==> config.mk <==
export PLATFORM = sky130hd
export DESIGN_NAME = srxl2_control_frame_receiver
export DESIGN_NICKNAME = d
export VERILOG_FILES = /design/src/srxl_pkg.sv /design/src/srxl_ram.sv /design/src/srxl2_control_frame_receiver.sv
export SDC_FILE = /design/constraint.sdc
export NUM_CORES = 2
export LEC_CHECK = 0
export BUFFER_PORTS_ARGS = -buffer_cell sky130_fd_sc_hd__buf_2
export CAP_MARGIN = 25
export CELL_PAD_IN_SITES_DETAIL_PLACEMENT = 1
export CELL_PAD_IN_SITES_GLOBAL_PLACEMENT = 1
export CORE_ASPECT_RATIO = 1.1
export CORE_UTILIZATION = 40
export CTS_CLUSTER_DIAMETER = 120
export DETAILED_ROUTE_END_ITERATION = 10
export GPL_TIMING_DRIVEN = 0
export PLACE_DENSITY = 0.66
export SKIP_LAST_GASP = 1
export SLEW_MARGIN = 10
export SYNTH_ARGS = -nofsm -noshare
export SYNTH_HDL_FRONTEND = slang
export SYNTH_SLANG_ARGS = --single-unit
==> constraint.sdc <==
create_clock -name aclk -period 8.39 [get_ports aclk]
set_input_delay 0.4195 -clock aclk [delete_from_list [all_inputs] [get_ports aclk]]
set_output_delay 0.4195 -clock aclk [all_outputs]
set_load 0.01 [all_outputs]
==> src/srxl_pkg.sv <==
// Package with payload types, codes and defaults of the frame receiver.
package srxl_pkg;
    localparam int ChannelsDefault = 32;
    localparam int MaxFrameDefault = 80;

    localparam logic [2:0] ST_CTRL_OK  = 3'd0;
    localparam logic [2:0] ST_HS_OK    = 3'd1;
    localparam logic [2:0] ST_OTHER    = 3'd2;
    localparam logic [2:0] ST_BAD_CRC  = 3'd3;
    localparam logic [2:0] ST_ZERO_CRC = 3'd4;
    localparam logic [2:0] ST_BAD_LEN  = 3'd5;

    localparam logic [1:0] CFG_HEADER    = 2'd0;
    localparam logic [1:0] CFG_CTRL_TYPE = 2'd1;
    localparam logic [1:0] CFG_HS_TYPE   = 2'd2;
    localparam logic [1:0] CFG_MIN_LEN   = 2'd3;

    typedef struct packed {
        logic [7:0] rx_byte;
        logic       burst_end;
    } in_item_t;

    typedef struct packed {
        logic        record_kind;
        logic [2:0]  status;
        logic [7:0]  type_seen;
        logic [6:0]  rssi_percent;
        logic [15:0] frame_drop_count;
        logic [5:0]  chan_total;
        logic [4:0]  channel_index;
        logic [15:0] channel_value;
        logic        value_fresh;
        logic        last;
    } out_item_t;

    // One byte step of CRC-16, polynomial 0x1021, MSB first.
    function automatic logic [15:0] crc_add(input logic [15:0] crc, input logic [7:0] b);
        logic [15:0] c;
        c = crc ^ {b, 8'h00};
        for (int k = 0; k < 8; k++) begin
            c = c[15] ? ({c[14:0], 1'b0} ^ 16'h1021) : {c[14:0], 1'b0};
        end
        return c;
    endfunction
endpackage

==> src/srxl_ram.sv <==
// Generic single-port-write RAM with registered read.
module srxl_ram #(
    parameter int Width = 16,
    parameter int Depth = 32
) (
    input  logic                     aclk,
    input  logic                     we,
    input  logic [$clog2(Depth)-1:0] waddr,
    input  logic [Width-1:0]         wdata,
    input  logic [$clog2(Depth)-1:0] raddr,
    output logic [Width-1:0]         rdata
);
    logic [Width-1:0] mem [Depth];

    // Write and registered read.
    always_ff @(posedge aclk) begin
        if (we) begin
            mem[waddr] <= wdata;
        end
        rdata <= mem[raddr];
    end
endmodule

==> src/srxl2_control_frame_receiver.sv <==
// Top level of the control frame receiver.
// Usage: bytes enter on s_ (rx_byte, burst_end) under valid/ready, one byte
// per item. Configuration registers are written on the cfg_ channel (index
// 0 header, 1 control type, 2 handshake type, 3 minimum length); the user
// must write them only while idle, the block itself does not enforce it.
// A byte that produces nothing leaves s_ready high and the next byte may
// follow at once. A bad length or an early burst end gives its status item
// in the cycle after the byte is taken. A byte that ends a frame moves to
// S_STAT, which decides the status and registers the status item. A good
// control frame with channels present then walks the channel slots through
// the staging and channel memories: S_WALK skips an empty slot or reads a
// staged channel, S_EMIT writes back a fresh value and emits it, using the
// single read port of each memory. No byte is taken during the walk.
// Results leave through one output register; a stalled m_ready holds the
// item and the walk, and s_ready stays low until the result is taken.
// After reset a clearing pass writes 65535 into every channel slot before
// the first byte is accepted. Configuration writes are taken at any time.
module srxl2_control_frame_receiver #(
    parameter int CHANNELS        = srxl_pkg::ChannelsDefault,
    parameter int MAX_FRAME_BYTES = srxl_pkg::MaxFrameDefault
) (
    input  logic               aclk,
    input  logic               aresetn,
    input  logic               s_valid,
    output logic               s_ready,
    input  srxl_pkg::in_item_t s_data,
    output logic               m_valid,
    input  logic               m_ready,
    output srxl_pkg::out_item_t m_data,
    input  logic               cfg_valid,
    output logic               cfg_ready,
    input  logic [1:0]         cfg_index,
    input  logic [7:0]         cfg_data
);
    import srxl_pkg::*;

    localparam int CW = (CHANNELS > 1) ? $clog2(CHANNELS) : 1;

    typedef enum logic [4:0] {
        S_CLEAR = 5'b00001,
        S_IDLE  = 5'b00010,
        S_STAT  = 5'b00100,
        S_WALK  = 5'b01000,
        S_EMIT  = 5'b10000
    } state_t;

    localparam logic [1:0] PH_HUNT = 2'd0;
    localparam logic [1:0] PH_TYPE = 2'd1;
    localparam logic [1:0] PH_LEN  = 2'd2;
    localparam logic [1:0] PH_BODY = 2'd3;

    state_t state_reg;
    logic [7:0]  hdr_reg, ctype_reg, htype_reg;
    logic [6:0]  minlen_reg;
    logic [1:0]  phase_reg;
    logic [7:0]  pos_reg;
    logic [7:0]  len_reg, type_reg, rssi_p_reg, low_reg;
    logic [15:0] crc_reg, crcr_reg, drops_p_reg;
    logic [31:0] mask_reg;
    logic [CHANNELS-1:0] present_reg;
    logic [6:0]  rssi_reg;
    logic [15:0] drops_reg;
    logic [5:0]  count_reg;
    logic [CW:0] idx_reg;
    logic [CW:0] last_ch_reg;
    logic        out_v_reg;
    out_item_t   out_reg;

    // Memories: staged values (11 bits + zero flag as 0) and channel store.
    logic          st_we;
    logic [CW-1:0] st_waddr;
    logic [10:0]   st_wdata, st_rdata;
    logic          ch_we;
    logic [CW-1:0] ch_waddr;
    logic [15:0]   ch_wdata, ch_rdata;
    logic [CW-1:0] rd_addr;

    srxl_ram #(.Width(11), .Depth(CHANNELS)) u_stage (
        .aclk(aclk), .we(st_we), .waddr(st_waddr), .wdata(st_wdata),
        .raddr(rd_addr), .rdata(st_rdata));
    srxl_ram #(.Width(16), .Depth(CHANNELS)) u_store (
        .aclk(aclk), .we(ch_we), .waddr(ch_waddr), .wdata(ch_wdata),
        .raddr(rd_addr), .rdata(ch_rdata));

    assign cfg_ready = 1'b1;
    assign s_ready   = (state_reg == S_IDLE) && !out_v_reg;
    assign m_valid   = out_v_reg;
    assign m_data    = out_reg;

    logic accept;
    assign accept = s_valid && s_ready;

    // Byte decode.
    logic [7:0]  b;
    logic [6:0]  minlen;
    logic [8:0]  p2;
    logic [15:0] raw;
    logic        raw_ok;
    logic [15:0] conv;
    logic [CW:0] first_bit;
    logic        any_bit;
    always_comb begin
        b      = s_data.rx_byte;
        minlen = (minlen_reg < 7'd5) ? 7'd5 : minlen_reg;
        p2     = {1'b0, pos_reg} + 9'd2;
        raw    = {b, low_reg};
        raw_ok = (raw >= 16'h1000) && (raw <= 16'hF000);
        conv   = {6'd0, raw[15:6]} + 16'd1000;
        first_bit = '0;
        any_bit   = 1'b0;
        for (int i = CHANNELS - 1; i >= 0; i--) begin
            if (mask_reg[i]) begin
                first_bit = (CW+1)'(i);
                any_bit   = 1'b1;
            end
        end
    end

    // Write ports. While an item waits in S_EMIT the read address stays on
    // its slot, so the read data hold through a stall.
    always_comb begin
        st_we    = 1'b0;
        st_waddr = first_bit[CW-1:0];
        st_wdata = raw_ok ? conv[10:0] : 11'd0;
        ch_we    = 1'b0;
        ch_waddr = idx_reg[CW-1:0];
        ch_wdata = 16'hFFFF;
        rd_addr  = idx_reg[CW-1:0];
        if (state_reg == S_CLEAR) begin
            ch_we = 1'b1;
        end else if (state_reg == S_EMIT) begin
            rd_addr  = idx_reg[CW-1:0] - CW'(1);
            ch_waddr = idx_reg[CW-1:0] - CW'(1);
            ch_wdata = {5'd0, st_rdata};
            ch_we    = (st_rdata != 11'd0);
        end
        if (accept && phase_reg == PH_BODY && p2 < {1'b0, len_reg}
            && pos_reg >= 8'd12 && pos_reg[0] == 1'b1 && any_bit) begin
            st_we = 1'b1;
        end
    end

    // Status and the base fields of an output item.
    function automatic out_item_t mk(input logic kind, input logic [2:0] st,
                                     input logic [7:0] ty, input logic [6:0] rs,
                                     input logic [15:0] dr, input logic [5:0] cn,
                                     input logic lst);
        out_item_t o;
        o = '0;
        o.record_kind = kind; o.status = st; o.type_seen = ty;
        o.rssi_percent = rs; o.frame_drop_count = dr; o.chan_total = cn;
        o.last = lst;
        return o;
    endfunction

    logic [CW:0] hi_ch;
    always_comb begin
        hi_ch = '0;
        for (int i = 0; i < CHANNELS; i++) begin
            if (present_reg[i]) hi_ch = (CW+1)'(i);
        end
    end

    always_ff @(posedge aclk) begin
        if (!aresetn) begin
            state_reg <= S_CLEAR;
            hdr_reg <= 8'hA6; ctype_reg <= 8'hCD; htype_reg <= 8'h21;
            minlen_reg <= 7'd5;
            phase_reg <= PH_HUNT;
            pos_reg <= '0; len_reg <= '0; type_reg <= '0; crc_reg <= '0;
            crcr_reg <= '0; mask_reg <= '0; rssi_p_reg <= '0;
            drops_p_reg <= '0; low_reg <= '0; present_reg <= '0;
            rssi_reg <= '0; drops_reg <= '0; count_reg <= '0;
            idx_reg <= '0; last_ch_reg <= '0;
            out_v_reg <= 1'b0;
        end else begin
            if (cfg_valid) begin
                case (cfg_index)
                    CFG_HEADER:    hdr_reg <= cfg_data;
                    CFG_CTRL_TYPE: ctype_reg <= cfg_data;
                    CFG_HS_TYPE:   htype_reg <= cfg_data;
                    CFG_MIN_LEN:   minlen_reg <= cfg_data[6:0];
                    default:       hdr_reg <= hdr_reg;
                endcase
            end
            if (out_v_reg && m_ready) out_v_reg <= 1'b0;
            case (state_reg)
                S_CLEAR: begin
                    idx_reg <= idx_reg + 1'b1;
                    if (idx_reg == (CW+1)'(CHANNELS - 1)) begin
                        idx_reg <= '0;
                        state_reg <= S_IDLE;
                    end
                end
                S_IDLE: begin
                    if (accept) begin
                        case (phase_reg)
                            PH_HUNT: begin
                                if (b == hdr_reg) begin
                                    pos_reg <= 8'd1; len_reg <= '0; type_reg <= '0;
                                    crc_reg <= crc_add(16'd0, b); crcr_reg <= '0;
                                    mask_reg <= '0; rssi_p_reg <= '0;
                                    drops_p_reg <= '0; low_reg <= '0;
                                    present_reg <= '0;
                                    phase_reg <= PH_TYPE;
                                end
                            end
                            PH_TYPE: begin
                                type_reg <= b; crc_reg <= crc_add(crc_reg, b);
                                pos_reg <= 8'd2; phase_reg <= PH_LEN;
                            end
                            PH_LEN: begin
                                len_reg <= b; crc_reg <= crc_add(crc_reg, b);
                                pos_reg <= 8'd3; phase_reg <= PH_BODY;
                                if ({1'b0, b} < {2'b00, minlen}
                                    || {1'b0, b} > 9'(MAX_FRAME_BYTES)) begin
                                    phase_reg <= PH_HUNT;
                                    out_v_reg <= 1'b1;
                                    out_reg <= mk(1'b0, ST_BAD_LEN, type_reg, rssi_reg,
                                                  drops_reg, count_reg, 1'b1);
                                end
                            end
                            default: begin
                                pos_reg <= pos_reg + 8'd1;
                                if (p2 < {1'b0, len_reg}) begin
                                    crc_reg <= crc_add(crc_reg, b);
                                    if (pos_reg == 8'd5) rssi_p_reg <= b;
                                    else if (pos_reg == 8'd6) drops_p_reg <= {b, 8'd0};
                                    else if (pos_reg == 8'd7) drops_p_reg[7:0] <= b;
                                    else if (pos_reg >= 8'd8 && pos_reg <= 8'd11) begin
                                        case (pos_reg[1:0])
                                            2'd0: mask_reg[7:0] <= b;
                                            2'd1: mask_reg[15:8] <= b;
                                            2'd2: mask_reg[23:16] <= b;
                                            default: mask_reg[31:24] <= b;
                                        endcase
                                    end else if (pos_reg >= 8'd12) begin
                                        if (pos_reg[0] == 1'b0) low_reg <= b;
                                        else if (any_bit) begin
                                            mask_reg[first_bit[CW-1:0]] <= 1'b0;
                                            present_reg[first_bit[CW-1:0]] <= 1'b1;
                                        end
                                    end
                                end else if (p2 == {1'b0, len_reg}) begin
                                    crcr_reg <= {b, 8'd0};
                                end else begin
                                    crcr_reg[7:0] <= b;
                                    phase_reg <= PH_HUNT;
                                    state_reg <= S_STAT;
                                end
                            end
                        endcase
                        if (s_data.burst_end && !(phase_reg == PH_HUNT && b != hdr_reg)
                            && !(phase_reg == PH_LEN && ({1'b0, b} < {2'b00, minlen}
                                 || {1'b0, b} > 9'(MAX_FRAME_BYTES)))
                            && !(phase_reg == PH_BODY && p2 > {1'b0, len_reg})) begin
                            phase_reg <= PH_HUNT;
                            out_v_reg <= 1'b1;
                            out_reg <= mk(1'b0, ST_BAD_LEN,
                                          (phase_reg == PH_HUNT) ? 8'd0
                                          : (phase_reg == PH_TYPE) ? b : type_reg,
                                          rssi_reg, drops_reg, count_reg, 1'b1);
                        end
                    end
                end
                S_STAT: begin
                    // Decide the status and update the held values.
                    logic [2:0] st;
                    logic [6:0] rs;
                    logic [5:0] cn;
                    logic [15:0] dr;
                    st = (crcr_reg == 16'd0) ? ST_ZERO_CRC
                       : (crcr_reg != crc_reg) ? ST_BAD_CRC
                       : (type_reg == ctype_reg) ? ST_CTRL_OK
                       : (type_reg == htype_reg) ? ST_HS_OK : ST_OTHER;
                    rs = rssi_reg; dr = drops_reg; cn = count_reg;
                    if (st == ST_HS_OK) cn = '0;
                    if (st == ST_CTRL_OK) begin
                        if (rssi_p_reg >= 8'd1 && rssi_p_reg <= 8'd127) rs = rssi_p_reg[6:0];
                        dr = drops_p_reg;
                        if ((present_reg != '0) && (6'(hi_ch) + 6'd1 > cn))
                            cn = 6'(hi_ch) + 6'd1;
                    end
                    rssi_reg <= rs; drops_reg <= dr; count_reg <= cn;
                    last_ch_reg <= hi_ch;
                    out_v_reg <= 1'b1;
                    out_reg <= mk(1'b0, st, type_reg, rs, dr, cn,
                                  !((st == ST_CTRL_OK) && (present_reg != '0)));
                    idx_reg <= '0;
                    state_reg <= ((st == ST_CTRL_OK) && (present_reg != '0)) ? S_WALK : S_IDLE;
                end
                S_WALK: begin
                    // Issue the read of slot idx; skip empty slots.
                    if (present_reg[idx_reg[CW-1:0]]) begin
                        idx_reg <= idx_reg + 1'b1;
                        state_reg <= S_EMIT;
                    end else begin
                        idx_reg <= idx_reg + 1'b1;
                    end
                end
                default: begin
                    // Read data for slot idx-1 is here: write back and emit.
                    if (!out_v_reg || m_ready) begin
                        out_v_reg <= 1'b1;
                        out_reg <= mk(1'b1, ST_CTRL_OK, type_reg, rssi_reg,
                                      drops_reg, count_reg,
                                      (idx_reg - 1'b1) == last_ch_reg);
                        out_reg.channel_index <= 5'(idx_reg - 1'b1);
                        out_reg.channel_value <= (st_rdata != 11'd0)
                                                 ? {5'd0, st_rdata} : ch_rdata;
                        out_reg.value_fresh <= (st_rdata != 11'd0);
                        state_reg <= ((idx_reg - 1'b1) == last_ch_reg) ? S_IDLE : S_WALK;
                    end
                end
            endcase
        end
    end
endmodule

==> results.py <==
metrics = {
    "run_status": {
        "status": "finished clean",
    },
    "floorplanning": {
        "ios": 91,
        "core_area_sq_mm": 0.127,
        "fp-row-count": 137,
        "die_x_um": 343,
        "start_util_pct": 40.4,
        "fp.dieH_um": 377,
        "die_area_sq_mm": 0.130,
    },
    "setup_path": {
        "critical_path_class": "reg -> reg",
        "cpMostUsedCell": "clkbuf_1",
        "crit_buf_inv": 10,
        "startpoint_type": "register",
        "cp_top_family": "buffers and inverters",
        "end_kind": "register",
        "critPathArrivalTime_ns": 7.25,
        "crit_fanout": 12,
        "max_stage_delay_ns": 0.78,
        "path_cells": "buf_2 > clkbuf_1 > inv_2 > clkbuf_1 > clkbuf_1 > ha_1 > clkbuf_1 > buf_2 > buf_2 > clkbuf_1 > buf_6 > nand2_1 > o21ai_0 > nand2_1 > nor2_2",
        "worstPathRequired_ns": 8.75,
        "critPathSlowestCell": "nor2_2",
    },
    "clock_tree": {
        "cts_max_level": 3,
        "clkLatencyLatePin_ns": 0.74,
        "path_clk_slew_ns": 0.06,
        "cts-root-buf": "clkbuf_16",
        "clock-sinks": 1050,
        "post_cts_buffers": 0,
        "cts_buffers": 112,
        "ctsLongestPathBuffers": 3,
        "cts_tree": "yes",
    },
    "timing": {
        "hold_viol": 0,
        "worstMarginPinSlew_ns": 1.18,
        "fin_crit_sh_pct": 82.2,
        "fmax_ghz": 0.145,
        "timing.setup.tns_ns": 0,
        "rsz0062_at_grt": "no",
        "fin_crit_ns": 6.90,
        "holdWs_ns": 0.158,
        "finalMaxSlewViolations": 0,
        "slew_headroom_pct": 21.1,
        "setup_violations": 0,
        "finClkSkew_ns": 0.0452,
    },
    "power_and_ir_drop": {
        "clkPwrFrac_pct": 30.8,
        "p_int_mw": 10.8,
        "power.switching_mw": 5.65,
        "swShare_pct": 34.3,
        "p_seq_share_pct": 35.7,
        "combPwrFrac_pct": 33.5,
        "power_density_mw_per_mm2": 278,
        "p_leak_nw": 20.1,
        "power.total_mw": 16.5,
        "worst_ir_drop_vdd_v": 0.000170,
    },
    "routing": {
        "drt-pass1-iter-count": 5,
        "wl_um": 176000,
        "num_vias": 35308,
        "detail-route-antenna-nets": 0,
        "post-route-drc-count": 0,
        "vias_per_cell": 6.02,
        "initialDrtViolationCount": 2980,
        "wire_per_inst_um": 30.1,
    },
    "synth": {
        "ys_ff_latch": 1050,
        "ys_warn_count": 0,
        "syn_nets": 3836,
        "async_reset_ff_share_pct": 0,
        "synth_edf_count": 796,
        "yosysSeqAreaShare_pct": 56.6,
        "ys.flop_type": "edfxtp_1",
        "syn_area_per_cell_sq_um": 13.6,
        "syn_inst": 3779,
        "ys_types": 89,
        "syn_area_sq_mm": 0.0512,
    },
    "global_route": {
        "grt_pass1_vias": 36631,
        "grt_max_degree": 42,
        "grt.total_usage_pct": 27.1,
        "grt_pass1_wl_um": 253000,
        "grt_remaining_overflow": 0,
        "antenna_found_initial": 2,
    },
    "placed_design": {
        "gp_congestion": 0.894,
        "io_buffers": 89,
        "place_area_sq_mm": 0.0553,
        "hpwl_um": 127000,
    },
    "job": {
        "max_cap_violations": 0,
    },
    "layout": {
        "drive_gt1_share_pct": 18.1,
        "largest_reg_flops": 384,
        "fillers": 12909,
        "final_cell_mix": "mux2i_1 (804), edfxtp_1 (796), dfxtp_1 (254)",
        "nets": 4155,
        "finalInstanceArea_sq_mm": 0.0593,
        "final_common_cell": "mux2i_1",
        "top_register": "u_store.mem",
        "syn2layout_area_growth_pct": 15.7,
        "seqCellArea_sq_mm": 0.0290,
        "multi_input_area_sq_mm": 0.0213,
    },
    "hold_path": {
        "hp-class": "in -> reg",
    },
}
==> cell families after synthesis <==
| logic type | count (synthesis) | share of synthesized area (%) |
|---|---|---|
| fa+ha+maj | 33 | 0.806 |
| other cells | 1 | 0.00732 |
| buf+inv | 293 | 2.41 |
| compound gates | 459 | 6.03 |
| flops | 1050 | 56.6 |
| simple gates | 818 | 7.70 |
| mux | 1019 | 24.7 |
| xor+xnor | 106 | 1.81 |
==> routing by layer <==
layer / share of wire, % / vias up / GRT usage (%)
met5: 0.0096 / - / 0
met4: 4.7 / 2 / 12.2
met3: 5.4 / 333 / 3.54
met2: 49 / 1228 / 46.1
met1: 41 / 18452 / 34.2
li1: - / 15293 / -
==> synth_stat cells (14+ instances only) <==
master | count | share of area [%]
mux2i_1 | 804 | 16
edfxtp_1 | 796 | 47
nor2_1 | 286 | 2.1
dfxtp_1 | 254 | 9.9
mux4_2 | 192 | 8.4
nand2_1 | 177 | 1.3
clkbuf_1 | 165 | 1.2
a21oi_1 | 83 | 0.81
nand3_1 | 79 | 0.77
o22ai_1 | 71 | 0.87
o211ai_1 | 68 | 1.0
o21ai_0 | 61 | 0.60
xnor2_1 | 56 | 0.96
nor3_1 | 54 | 0.53
xor2_1 | 50 | 0.85
buf_2 | 46 | 0.45
nor4_1 | 39 | 0.48
inv_1 | 34 | 0.25
and2_1 | 33 | 0.40
ha_1 | 33 | 0.81
a31oi_1 | 32 | 0.39
or3_1 | 32 | 0.39
buf_1 | 25 | 0.18
nor2b_1 | 22 | 0.27
nand2b_1 | 19 | 0.23
a211oi_1 | 17 | 0.25
mux2_2 | 17 | 0.37
buf_4 | 16 | 0.23
nand4_1 | 15 | 0.18
o31ai_1 | 14 | 0.21
==> power by group through the flow <==
stage               clock, mW  sequential (mW)  combinational (mW)
finish                   5.08             5.89                5.52
global route             5.32             5.90                5.66
CTS                      5.14             5.89                5.38
detailed placement          0             6.00                5.36
global placement            0             6.03                5.11
floorplan                   0             6.03                3.23
==> through the flow <==
stage | util, % | setup slack [ns] | cells
after detailed placement | 43.6 | 1.16 | 5631
after floorplan | - | 1.16 | 3779
after global placement | 42.4 | -3.02 | 5536
final | 46.7 | 1.49 | 5863
after CTS | 46.6 | 1.12 | 5849
after global routing | 46.7 | 1.40 | 5862
==> worst reg2reg max path: stages, from the launching register on <==
cell and delay, ns:
dfxtp_1 0.37, buf_2 0.33, clkbuf_1 0.73, inv_2 0.31
clkbuf_1 0.48, clkbuf_1 0.58, ha_1 0.50, clkbuf_1 0.39
buf_2 0.33, buf_2 0.45, clkbuf_1 0.33, buf_6 0.26
nand2_1 0.10, o21ai_0 0.21, nand2_1 0.35, nor2_2 0.78
==> path summary, 6_finish.rpt <==
check                               start                      endpoint  depth (start not counted)  slack, ns
max               idx_reg[0]$_SDFFE_PN0P_   u_store.mem[5][4]$_DFFE_PP_                         15       1.49
min                          cfg_index[0]     htype_reg[2]$_SDFFE_PN0P_                          4       0.16
max reg2reg       idx_reg[0]$_SDFFE_PN0P_   u_store.mem[5][4]$_DFFE_PP_                         15       1.49
min reg2reg  drops_p_reg[10]$_SDFFE_PN0P_  drops_p_reg[10]$_SDFFE_PN0P_                          2       0.46
==> final cells by class <==
class	instances	area share [%]
Antenna cell	1	0.00422
Buffer	254	1.84
Clock buffer	136	5.09
Clock inverter	74	1.20
Inverter	39	0.247
Multi-Input combinational cell	2436	35.9
Sequential cell	1050	48.9
Tap cell	1668	3.52
Timing Repair Buffer	205	3.34
==> timing repair <==
action                                 4_1_cts  5_1_grt
endpoints found under the hold margin       24        0
hold buffers                                 8        0
resized for setup                            0        0
Note: power is estimated with default switching activity, not from simulation.
